## src/frie_pkg.sv

```systemverilog
// Shared types, codes and widths for the four-register instruction executor.
`timescale 1ns / 1ps

package frie_pkg;

   localparam int DATA_WIDTH = 32;
   localparam int CMD_W      = 4;
   localparam int REG_IDX_W  = 2;
   localparam int NUM_REGS   = 4;
   localparam int IMM_W      = 32;
   localparam int OUT_W      = 32;
   localparam int STATUS_W   = 2;
   localparam int FLAG_W     = 2;
   localparam int DIV_CNT_W  = $clog2(DATA_WIDTH + 1);

   typedef enum logic [CMD_W-1:0] {
      CMD_MOV   = 4'd0,
      CMD_INC   = 4'd1,
      CMD_DEC   = 4'd2,
      CMD_ADD   = 4'd3,
      CMD_SUB   = 4'd4,
      CMD_MUL   = 4'd5,
      CMD_DIV   = 4'd6,
      CMD_CMP   = 4'd7,
      CMD_PRINT = 4'd8
   } cmd_type;

   typedef enum logic [STATUS_W-1:0] {
      ST_OK      = 2'd0,
      ST_NOSRC   = 2'd1,
      ST_UNKNOWN = 2'd2,
      ST_DIVZERO = 2'd3
   } status_type;

   typedef enum logic [FLAG_W-1:0] {
      FLAG_EQUAL   = 2'd0,
      FLAG_GREATER = 2'd1,
      FLAG_LESS    = 2'd2
   } flag_type;

   // Classified instruction as it travels from front to back.
   typedef struct packed {
      cmd_type                cmd;
      status_type             status;
      logic [REG_IDX_W-1:0]   dest;
      logic                   src_is_reg;
      logic [REG_IDX_W-1:0]   src;
      logic signed [IMM_W-1:0] imm;
   } entry_type;

   typedef struct packed {
      logic start;
      logic ack;
   } div_ctrl_type;

   typedef struct packed {
      logic busy;
      logic done;
   } div_stat_type;

endpackage

```

## src/frie_queue.sv

```systemverilog
// Two-entry queue between the front and the back.
`timescale 1ns / 1ps

module frie_queue (
   input  logic                clock,
   input  logic                reset,
   input  logic                push,
   input  frie_pkg::entry_type push_data,
   output logic                full,
   input  logic                pop,
   output logic                pop_valid,
   output frie_pkg::entry_type pop_data
);
   import frie_pkg::*;

   entry_type  entries_ff [2];
   logic       wr_ptr_ff, wr_ptr_in;
   logic       rd_ptr_ff, rd_ptr_in;
   logic [1:0] count_ff, count_in;
   logic       do_push, do_pop;

   assign full      = (count_ff == 2'd2);
   assign pop_valid = (count_ff != 2'd0);
   assign pop_data  = entries_ff[rd_ptr_ff];
   assign do_push   = push && !full;
   assign do_pop    = pop && pop_valid;

   always_comb begin
      wr_ptr_in = wr_ptr_ff ^ do_push;
      rd_ptr_in = rd_ptr_ff ^ do_pop;
      count_in  = count_ff;
      if (do_push && !do_pop) begin
         count_in = count_ff + 2'd1;
      end else if (do_pop && !do_push) begin
         count_in = count_ff - 2'd1;
      end
   end

   always_ff @(posedge clock) begin
      if (reset) begin
         wr_ptr_ff <= 1'b0;
         rd_ptr_ff <= 1'b0;
         count_ff  <= 2'd0;
      end else begin
         wr_ptr_ff <= wr_ptr_in;
         rd_ptr_ff <= rd_ptr_in;
         count_ff  <= count_in;
      end
   end

   always_ff @(posedge clock) begin
      if (do_push) begin
         entries_ff[wr_ptr_ff] <= push_data;
      end
   end

endmodule

```

## src/frie_front.sv

```systemverilog
// Front end: accepts instructions, flags malformed ones and queues them.
`timescale 1ns / 1ps

module frie_front (
   input  logic                                clock,
   input  logic                                reset,
   input  logic                                req_valid,
   output logic                                req_ready,
   input  logic [frie_pkg::CMD_W-1:0]          req_command,
   input  logic [frie_pkg::REG_IDX_W-1:0]      req_dest_register,
   input  logic                                req_has_source,
   input  logic                                req_source_is_register,
   input  logic [frie_pkg::REG_IDX_W-1:0]      req_source_register,
   input  logic signed [frie_pkg::IMM_W-1:0]   req_immediate_value,
   input  logic                                q_pop,
   output logic                                q_valid,
   output frie_pkg::entry_type                 q_data
);
   import frie_pkg::*;

   entry_type entry;
   logic      q_full;
   logic      known;
   logic      needs_src;

   assign known     = (req_command <= CMD_PRINT);
   assign needs_src = !(req_command == CMD_INC || req_command == CMD_DEC ||
                        req_command == CMD_PRINT);
   assign req_ready = !q_full;

   always_comb begin
      entry.dest       = req_dest_register;
      entry.src_is_reg = req_source_is_register;
      entry.src        = req_source_register;
      entry.imm        = req_immediate_value;
      if (!known) begin
         entry.cmd    = CMD_MOV;
         entry.status = ST_UNKNOWN;
      end else begin
         entry.cmd    = cmd_type'(req_command);
         entry.status = (needs_src && !req_has_source) ? ST_NOSRC : ST_OK;
      end
   end

   frie_queue u_queue (
      .clock     (clock),
      .reset     (reset),
      .push      (req_valid),
      .push_data (entry),
      .full      (q_full),
      .pop       (q_pop),
      .pop_valid (q_valid),
      .pop_data  (q_data)
   );

endmodule

```

## src/frie_div.sv

```systemverilog
// Radix-2 restoring signed divider, one quotient bit per cycle.
`timescale 1ns / 1ps

module frie_div (
   input  logic                            clock,
   input  logic                            reset,
   input  frie_pkg::div_ctrl_type          ctrl,
   input  logic [frie_pkg::DATA_WIDTH-1:0] dividend,
   input  logic [frie_pkg::DATA_WIDTH-1:0] divisor,
   output frie_pkg::div_stat_type          stat,
   output logic [frie_pkg::DATA_WIDTH-1:0] quotient
);
   import frie_pkg::*;

   localparam int W = DATA_WIDTH;

   logic [W:0]         rem_ff, rem_in;
   logic [W-1:0]       quo_ff, quo_in;
   logic [W-1:0]       dvs_ff, dvs_in;
   logic               neg_ff, neg_in;
   logic [DIV_CNT_W-1:0] cnt_ff, cnt_in;
   logic               busy_ff, busy_in;
   logic               done_ff, done_in;
   logic [W:0]         shifted;
   logic [W+1:0]       diff;
   logic               na, nb;

   assign na       = dividend[W-1];
   assign nb       = divisor[W-1];
   assign shifted  = {rem_ff[W-1:0], quo_ff[W-1]};
   assign diff     = {1'b0, shifted} - {2'b00, dvs_ff};
   assign quotient = neg_ff ? (~quo_ff + W'(1)) : quo_ff;
   assign stat     = '{busy: busy_ff, done: done_ff};

   always_comb begin
      rem_in  = rem_ff;
      quo_in  = quo_ff;
      dvs_in  = dvs_ff;
      neg_in  = neg_ff;
      cnt_in  = cnt_ff;
      busy_in = busy_ff;
      done_in = done_ff && !ctrl.ack;
      if (ctrl.start) begin
         rem_in  = '0;
         quo_in  = na ? (~dividend + W'(1)) : dividend;
         dvs_in  = nb ? (~divisor + W'(1)) : divisor;
         neg_in  = na ^ nb;
         cnt_in  = DIV_CNT_W'(W);
         busy_in = 1'b1;
         done_in = 1'b0;
      end else if (busy_ff) begin
         if (!diff[W+1]) begin
            rem_in = diff[W:0];
            quo_in = {quo_ff[W-2:0], 1'b1};
         end else begin
            rem_in = shifted;
            quo_in = {quo_ff[W-2:0], 1'b0};
         end
         cnt_in = cnt_ff - DIV_CNT_W'(1);
         if (cnt_ff == DIV_CNT_W'(1)) begin
            busy_in = 1'b0;
            done_in = 1'b1;
         end
      end
   end

   always_ff @(posedge clock) begin
      if (reset) begin
         busy_ff <= 1'b0;
         done_ff <= 1'b0;
         cnt_ff  <= '0;
      end else begin
         busy_ff <= busy_in;
         done_ff <= done_in;
         cnt_ff  <= cnt_in;
      end
   end

   always_ff @(posedge clock) begin
      rem_ff <= rem_in;
      quo_ff <= quo_in;
      dvs_ff <= dvs_in;
      neg_ff <= neg_in;
   end

endmodule

```

## src/frie_back.sv

```systemverilog
// Back end: register file, compare flag, execution and the result register.
`timescale 1ns / 1ps

module frie_back (
   input  logic                              clock,
   input  logic                              reset,
   input  logic                              q_valid,
   input  frie_pkg::entry_type               q_data,
   output logic                              q_pop,
   output logic                              rsp_valid,
   input  logic                              rsp_ready,
   output logic [frie_pkg::STATUS_W-1:0]     rsp_status,
   output logic                              rsp_print_valid,
   output logic signed [frie_pkg::OUT_W-1:0] rsp_print_value,
   output logic [frie_pkg::FLAG_W-1:0]       rsp_compare_result
);
   import frie_pkg::*;

   localparam int W = DATA_WIDTH;

   typedef enum logic [1:0] {
      S_EXEC = 2'b01,
      S_DIV  = 2'b10
   } state_type;

   state_type            state_ff, state_in;
   logic [W-1:0]         regs_ff [NUM_REGS];
   logic [W-1:0]         wr_data;
   logic                 wr_en;
   logic [REG_IDX_W-1:0] wr_idx;
   logic [REG_IDX_W-1:0] div_dest_ff, div_dest_in;
   flag_type             flag_ff, flag_in;
   logic                 rsp_valid_ff, rsp_valid_in;
   status_type           status_ff, status_in;
   logic                 pvalid_ff, pvalid_in;
   logic [OUT_W-1:0]     pvalue_ff, pvalue_in;
   logic                 load;
   logic                 out_free;
   logic [W-1:0]         x, y, prod;
   div_ctrl_type         div_ctrl;
   div_stat_type         div_stat;
   logic [W-1:0]         div_quo;

   assign out_free = !rsp_valid_ff || rsp_ready;
   assign x        = regs_ff[q_data.dest];
   assign y        = q_data.src_is_reg ? regs_ff[q_data.src] : W'(q_data.imm);
   assign prod     = x * y;

   always_comb begin
      state_in     = state_ff;
      q_pop        = 1'b0;
      wr_en        = 1'b0;
      wr_idx       = q_data.dest;
      wr_data      = x;
      div_dest_in  = div_dest_ff;
      flag_in      = flag_ff;
      load         = 1'b0;
      status_in    = status_ff;
      pvalid_in    = pvalid_ff;
      pvalue_in    = pvalue_ff;
      div_ctrl     = '{start: 1'b0, ack: 1'b0};
      unique case (state_ff)
         S_EXEC: begin
            if (q_valid && out_free) begin
               q_pop     = 1'b1;
               load      = 1'b1;
               status_in = q_data.status;
               pvalid_in = 1'b0;
               pvalue_in = '0;
               if (q_data.status == ST_OK) begin
                  unique case (q_data.cmd)
                     CMD_MOV: begin
                        wr_en   = 1'b1;
                        wr_data = y;
                     end
                     CMD_INC: begin
                        wr_en   = 1'b1;
                        wr_data = x + W'(1);
                     end
                     CMD_DEC: begin
                        wr_en   = 1'b1;
                        wr_data = x - W'(1);
                     end
                     CMD_ADD: begin
                        wr_en   = 1'b1;
                        wr_data = x + y;
                     end
                     CMD_SUB: begin
                        wr_en   = 1'b1;
                        wr_data = x - y;
                     end
                     CMD_MUL: begin
                        wr_en   = 1'b1;
                        wr_data = prod;
                     end
                     CMD_DIV: begin
                        if (y == '0) begin
                           status_in = ST_DIVZERO;
                        end else begin
                           // result is delivered once the divider finishes
                           load           = 1'b0;
                           div_ctrl.start = 1'b1;
                           div_dest_in    = q_data.dest;
                           state_in       = S_DIV;
                        end
                     end
                     CMD_CMP: begin
                        if (x == y) begin
                           flag_in = FLAG_EQUAL;
                        end else if ($signed(x) > $signed(y)) begin
                           flag_in = FLAG_GREATER;
                        end else begin
                           flag_in = FLAG_LESS;
                        end
                     end
                     CMD_PRINT: begin
                        pvalid_in = 1'b1;
                        pvalue_in = OUT_W'($signed(x));
                     end
                     default: begin
                        status_in = ST_UNKNOWN;
                     end
                  endcase
               end
            end
         end
         S_DIV: begin
            if (div_stat.done && out_free) begin
               div_ctrl.ack = 1'b1;
               wr_en        = 1'b1;
               wr_idx       = div_dest_ff;
               wr_data      = div_quo;
               load         = 1'b1;
               status_in    = ST_OK;
               pvalid_in    = 1'b0;
               pvalue_in    = '0;
               state_in     = S_EXEC;
            end
         end
         default: begin
            state_in = S_EXEC;
         end
      endcase
   end

   always_comb begin
      if (load) begin
         rsp_valid_in = 1'b1;
      end else if (rsp_ready) begin
         rsp_valid_in = 1'b0;
      end else begin
         rsp_valid_in = rsp_valid_ff;
      end
   end

   always_ff @(posedge clock) begin
      if (reset) begin
         state_ff     <= S_EXEC;
         flag_ff      <= FLAG_EQUAL;
         rsp_valid_ff <= 1'b0;
         for (int i = 0; i < NUM_REGS; i++) begin
            regs_ff[i] <= '0;
         end
      end else begin
         state_ff     <= state_in;
         flag_ff      <= flag_in;
         rsp_valid_ff <= rsp_valid_in;
         if (wr_en) begin
            regs_ff[wr_idx] <= wr_data;
         end
      end
   end

   always_ff @(posedge clock) begin
      div_dest_ff <= div_dest_in;
      if (load) begin
         status_ff <= status_in;
         pvalid_ff <= pvalid_in;
         pvalue_ff <= pvalue_in;
      end
   end

   frie_div u_div (
      .clock    (clock),
      .reset    (reset),
      .ctrl     (div_ctrl),
      .dividend (x),
      .divisor  (y),
      .stat     (div_stat),
      .quotient (div_quo)
   );

   assign rsp_valid          = rsp_valid_ff;
   assign rsp_status         = status_ff;
   assign rsp_print_valid    = pvalid_ff;
   assign rsp_print_value    = pvalue_ff;
   assign rsp_compare_result = flag_ff;

endmodule

```

## src/four_register_instruction_executor_top.sv

```systemverilog
// Top level of the four-register instruction executor.
//
// Each req transaction carries one decoded instruction; each one produces
// exactly one rsp transaction, in order, with status, print data and the
// compare flag as it stands after that instruction.
// The front end classifies an instruction and pushes it into a two-entry
// queue; req_ready is low only while that queue is full.
// The back end pops one instruction, reads its operands from the four registers,
// executes and loads the result register; rsp_valid rises once it is there.
// A divide with a nonzero divisor first waits for the radix-2 divider, which
// resolves one quotient bit per cycle. Throughput is one instruction per cycle
// for all other instructions while the result register is free; during a
// divide the back end pops no new instruction.
// When the receiver holds rsp_ready low the result register holds, the back
// end stops popping, and once the queue fills req_ready drops.
// Synchronous reset clears the registers A..D and the compare flag to zero
// and empties the queue and result register; nothing is pending after it.
`timescale 1ns / 1ps

module four_register_instruction_executor_top (
   input  logic                              clock,
   input  logic                              reset,
   input  logic                              req_valid,
   output logic                              req_ready,
   input  logic [frie_pkg::CMD_W-1:0]        req_command,
   input  logic [frie_pkg::REG_IDX_W-1:0]    req_dest_register,
   input  logic                              req_has_source,
   input  logic                              req_source_is_register,
   input  logic [frie_pkg::REG_IDX_W-1:0]    req_source_register,
   input  logic signed [frie_pkg::IMM_W-1:0] req_immediate_value,
   output logic                              rsp_valid,
   input  logic                              rsp_ready,
   output logic [frie_pkg::STATUS_W-1:0]     rsp_status,
   output logic                              rsp_print_valid,
   output logic signed [frie_pkg::OUT_W-1:0] rsp_print_value,
   output logic [frie_pkg::FLAG_W-1:0]       rsp_compare_result
);
   import frie_pkg::*;

   entry_type q_data;
   logic      q_valid;
   logic      q_pop;

   frie_front u_front (
      .clock                  (clock),
      .reset                  (reset),
      .req_valid              (req_valid),
      .req_ready              (req_ready),
      .req_command            (req_command),
      .req_dest_register      (req_dest_register),
      .req_has_source         (req_has_source),
      .req_source_is_register (req_source_is_register),
      .req_source_register    (req_source_register),
      .req_immediate_value    (req_immediate_value),
      .q_pop                  (q_pop),
      .q_valid                (q_valid),
      .q_data                 (q_data)
   );

   frie_back u_back (
      .clock              (clock),
      .reset              (reset),
      .q_valid            (q_valid),
      .q_data             (q_data),
      .q_pop              (q_pop),
      .rsp_valid          (rsp_valid),
      .rsp_ready          (rsp_ready),
      .rsp_status         (rsp_status),
      .rsp_print_valid    (rsp_print_valid),
      .rsp_print_value    (rsp_print_value),
      .rsp_compare_result (rsp_compare_result)
   );

endmodule

```

## config.mk

```make
export PLATFORM = sky130hd
export DESIGN_NAME = four_register_instruction_executor_top
export DESIGN_NICKNAME = d
export VERILOG_FILES = /design/src/frie_pkg.sv /design/src/frie_queue.sv /design/src/frie_front.sv /design/src/frie_div.sv /design/src/frie_back.sv /design/src/four_register_instruction_executor_top.sv
export SDC_FILE = /design/constraint.sdc
export NUM_CORES = 2
export LEC_CHECK = 0
export ABC_AREA = 1
export BUFFER_PORTS_ARGS = -buffer_cell sky130_fd_sc_hd__clkbuf_2
export CORE_ASPECT_RATIO = 1.5
export CORE_MARGIN = 3
export CORE_UTILIZATION = 55
export CTS_CLUSTER_DIAMETER = 50
export DETAILED_ROUTE_END_ITERATION = 10
export GPL_TIMING_DRIVEN = 0
export PLACE_DENSITY = 0.73
export SYNTH_ARGS = -nofsm -noshare
export SYNTH_HDL_FRONTEND = slang
export SYNTH_HIERARCHICAL = 1
export SYNTH_SLANG_ARGS = --single-unit
```

## constraint.sdc

```tcl
create_clock -name clock -period 10.75 [get_ports clock]
set_clock_uncertainty 0.15 [all_clocks]
set_input_delay 0.5375 -clock clock [delete_from_list [all_inputs] [get_ports clock]]
set_output_delay 0.5375 -clock clock [all_outputs]
set_load 0.01 [all_outputs]
```

==> impl_metrics.json <==
{
  "run_status": "finished, violations left",
  "failed_checks": "capacitance limit, slew limit",
  "die_area_sq_um": 81700,
  "h-tree-depth": 2,
  "fmax_ghz": 0.0934,
  "clock_latency_ns": 0.67,
  "port_buffers": 84,
  "syn_avg_cell_area_sq_um": 7.49,
  "cp_top_family": "adder cells",
  "path_max_fanout": 16,
  "postSynthCellCount": 5742,
  "numCtsBuffers": 44,
  "antenna_found_initial": 3,
  "drive_gt1_share_pct": 8.20,
  "drt-initial-drc-count": 4503,
  "synth-warning-count": 6,
  "core_area_sq_um": 77600,
  "pin_count": 85,
  "cp-end-kind": "register",
  "first_pass_iters": 9,
  "path_buf_inv": 13,
  "hpwl_um": 137000,
  "vias": 41500,
  "crit_slowest_cell": "o21ai_0",
  "critPathKind": "reg -> reg",
  "start_util_pct": 55.5,
  "area_growth_pct": 9.08,
  "worst_pin_slew_ns": 1.56,
  "grt_pass1_vias": 40800,
  "viasPerCell": 5.96,
  "setup_viol": 0,
  "fill_cells": 7191,
  "drc": 0,
  "die_y_um": 349,
  "gr-total-overflow": 0,
  "tritoncts": "done",
  "grt_max_degree": 40,
  "postRouteAntennaNets": 0,
  "diodes": 0,
  "cts_root_buffer": "clkbuf_16",
  "cp.required_ns": 10.92,
  "hold_viol": 0,
  "rsz0062_at_grt": "no",
  "syn_nets": 6443,
  "wl_per_cell_um": 25.4,
  "cts_sinks": 365,
  "netlist_area_sq_um": 43000,
  "final_core_util_pct": 60.5,
  "cts_buffer_depth": 3,
  "slowest_delay_ns": 0.53,
  "chipWidth_um": 234,
  "maxSlewHeadroom_pct": -3.90,
  "min_period_ns": 10.71,
  "min_path_type": "in -> reg",
  "slew_viol_final": 16,
  "arrival_ns": 10.88,
  "clk_pin_slew_worst_paths_ns": 0.06,
  "drv_cap": 1,
  "grt_usage_pct": 43.3,
  "grt_first_pass_wirelength_um": 256000,
  "rows": 125,
  "place_area_sq_um": 44900,
  "globalplace.congestion": 1.08,
  "start_kind": "register",
  "nets": 6617,
  "crit_top_cell": "fa_1",
  "design_area_sq_um": 46900,
  "drt-total-wl_um": 177000,
  "post-route-period-util_pct": 99.6
}
-- stage by stage --
step                instances  setup slack [ns]  TNS [ns]  hold slack (ns)
global placement         6842             -1.03    -40.25            0.304
global route             6968           0.00450         0            0.114
detailed placement       6853             -1.01    -37.67            0.311
finish                   6968            0.0442         0            0.105
CTS                      6967            0.0266         0           0.0771
floorplan                5742              2.33         0            0.294
-- what timing repair did --
action                     CTS  global route
setup buffers                0             1
resized for setup           19            57
pin swaps                    0             0
setup endpoints to repair   80            57
hold buffers                37             0
hold endpoints to repair    74             0
-- area by class of cell --
cell class	instances	area [sq um]	area share [%]
plain buffers	214	1180	2.51
clock buffers	50	1130	2.41
clock inverters	32	370	0.789
inverters	1039	3920	8.36
multi-input cells	4117	27600	58.8
flip-flops and latches	365	10500	22.3
well taps	1016	1270	2.71
repair buffers	135	1000	2.14
-- state kept, by name, indices dropped and copies added, names as in the netlist, 2 cells and up --
register                    count
u_back/u_div/cnt_ff             6
u_back/u_div/quo_ff            32
u_back/rsp_status               2
u_back/regs_ff                128
u_back/u_div/dvs_ff            32
u_front/u_queue/count_ff        2
u_back/rsp_compare_result       2
u_back/state_ff                 2
u_back/rsp_print_value         32
u_front/u_queue/entries_ff     86
u_back/u_div/rem_ff            32
u_back/div_dest_ff              2
-- layer usage --
layer,wire (um),share of wire [%],track usage [%]
met3,19200,11,11.1
met1,57400,32,47.2
met2,78000,44,68.0
met5,30,0.017,0
met4,22400,13,41.0
-- placed cells by master, fill, tap and decap left out, types with 9 or more instances in the layout --
master and instances:
o21ai_0 176, buf_12 9, dlygate4sd3_1 37, buf_2 31
nand2_2 46, nand2_4 13, buf_4 15, nor2_2 9
or2_2 57, inv_2 35, clkbuf_2 109, buf_6 31
o211ai_2 9, inv_1 986, xor2_1 68, o21ai_1 54
fa_1 411, clkbuf_16 44, xnor2_1 44, clkbuf_1 107
nand2_1 1363, nand4_1 70, nor3_1 41, nand3b_1 20
a31oi_1 12, a21o_1 11, dfxtp_1 49, a221oi_1 24
nand3_2 14, o211ai_1 38, clkinv_1 19, nor2_1 650
ha_1 242, nor4_1 10, edfxtp_1 316, nand3_1 334
a21oi_1 302
-- path summary, 6_finish.rpt --
| path | from | end | cells after the start | slack, ns |
|---|---|---|---|---|
| min reg2reg | u_back/u_div/rem_ff[15] | u_back/u_div/rem_ff[15] | 2 | 0.32 |
| min | req_command[3] | u_front/u_queue/entries_ff[1][41] | 2 | 0.11 |
| max reg2reg | u_front/u_queue/rd_ptr_ff | u_back/regs_ff[3][23] | 42 | 0.04 |
| max | u_front/u_queue/rd_ptr_ff | u_back/regs_ff[3][23] | 42 | 0.04 |
Power is left out: the tool's default activity adds up to more than one toggle a clock period on the data nets, which glitch-free logic cannot reach.
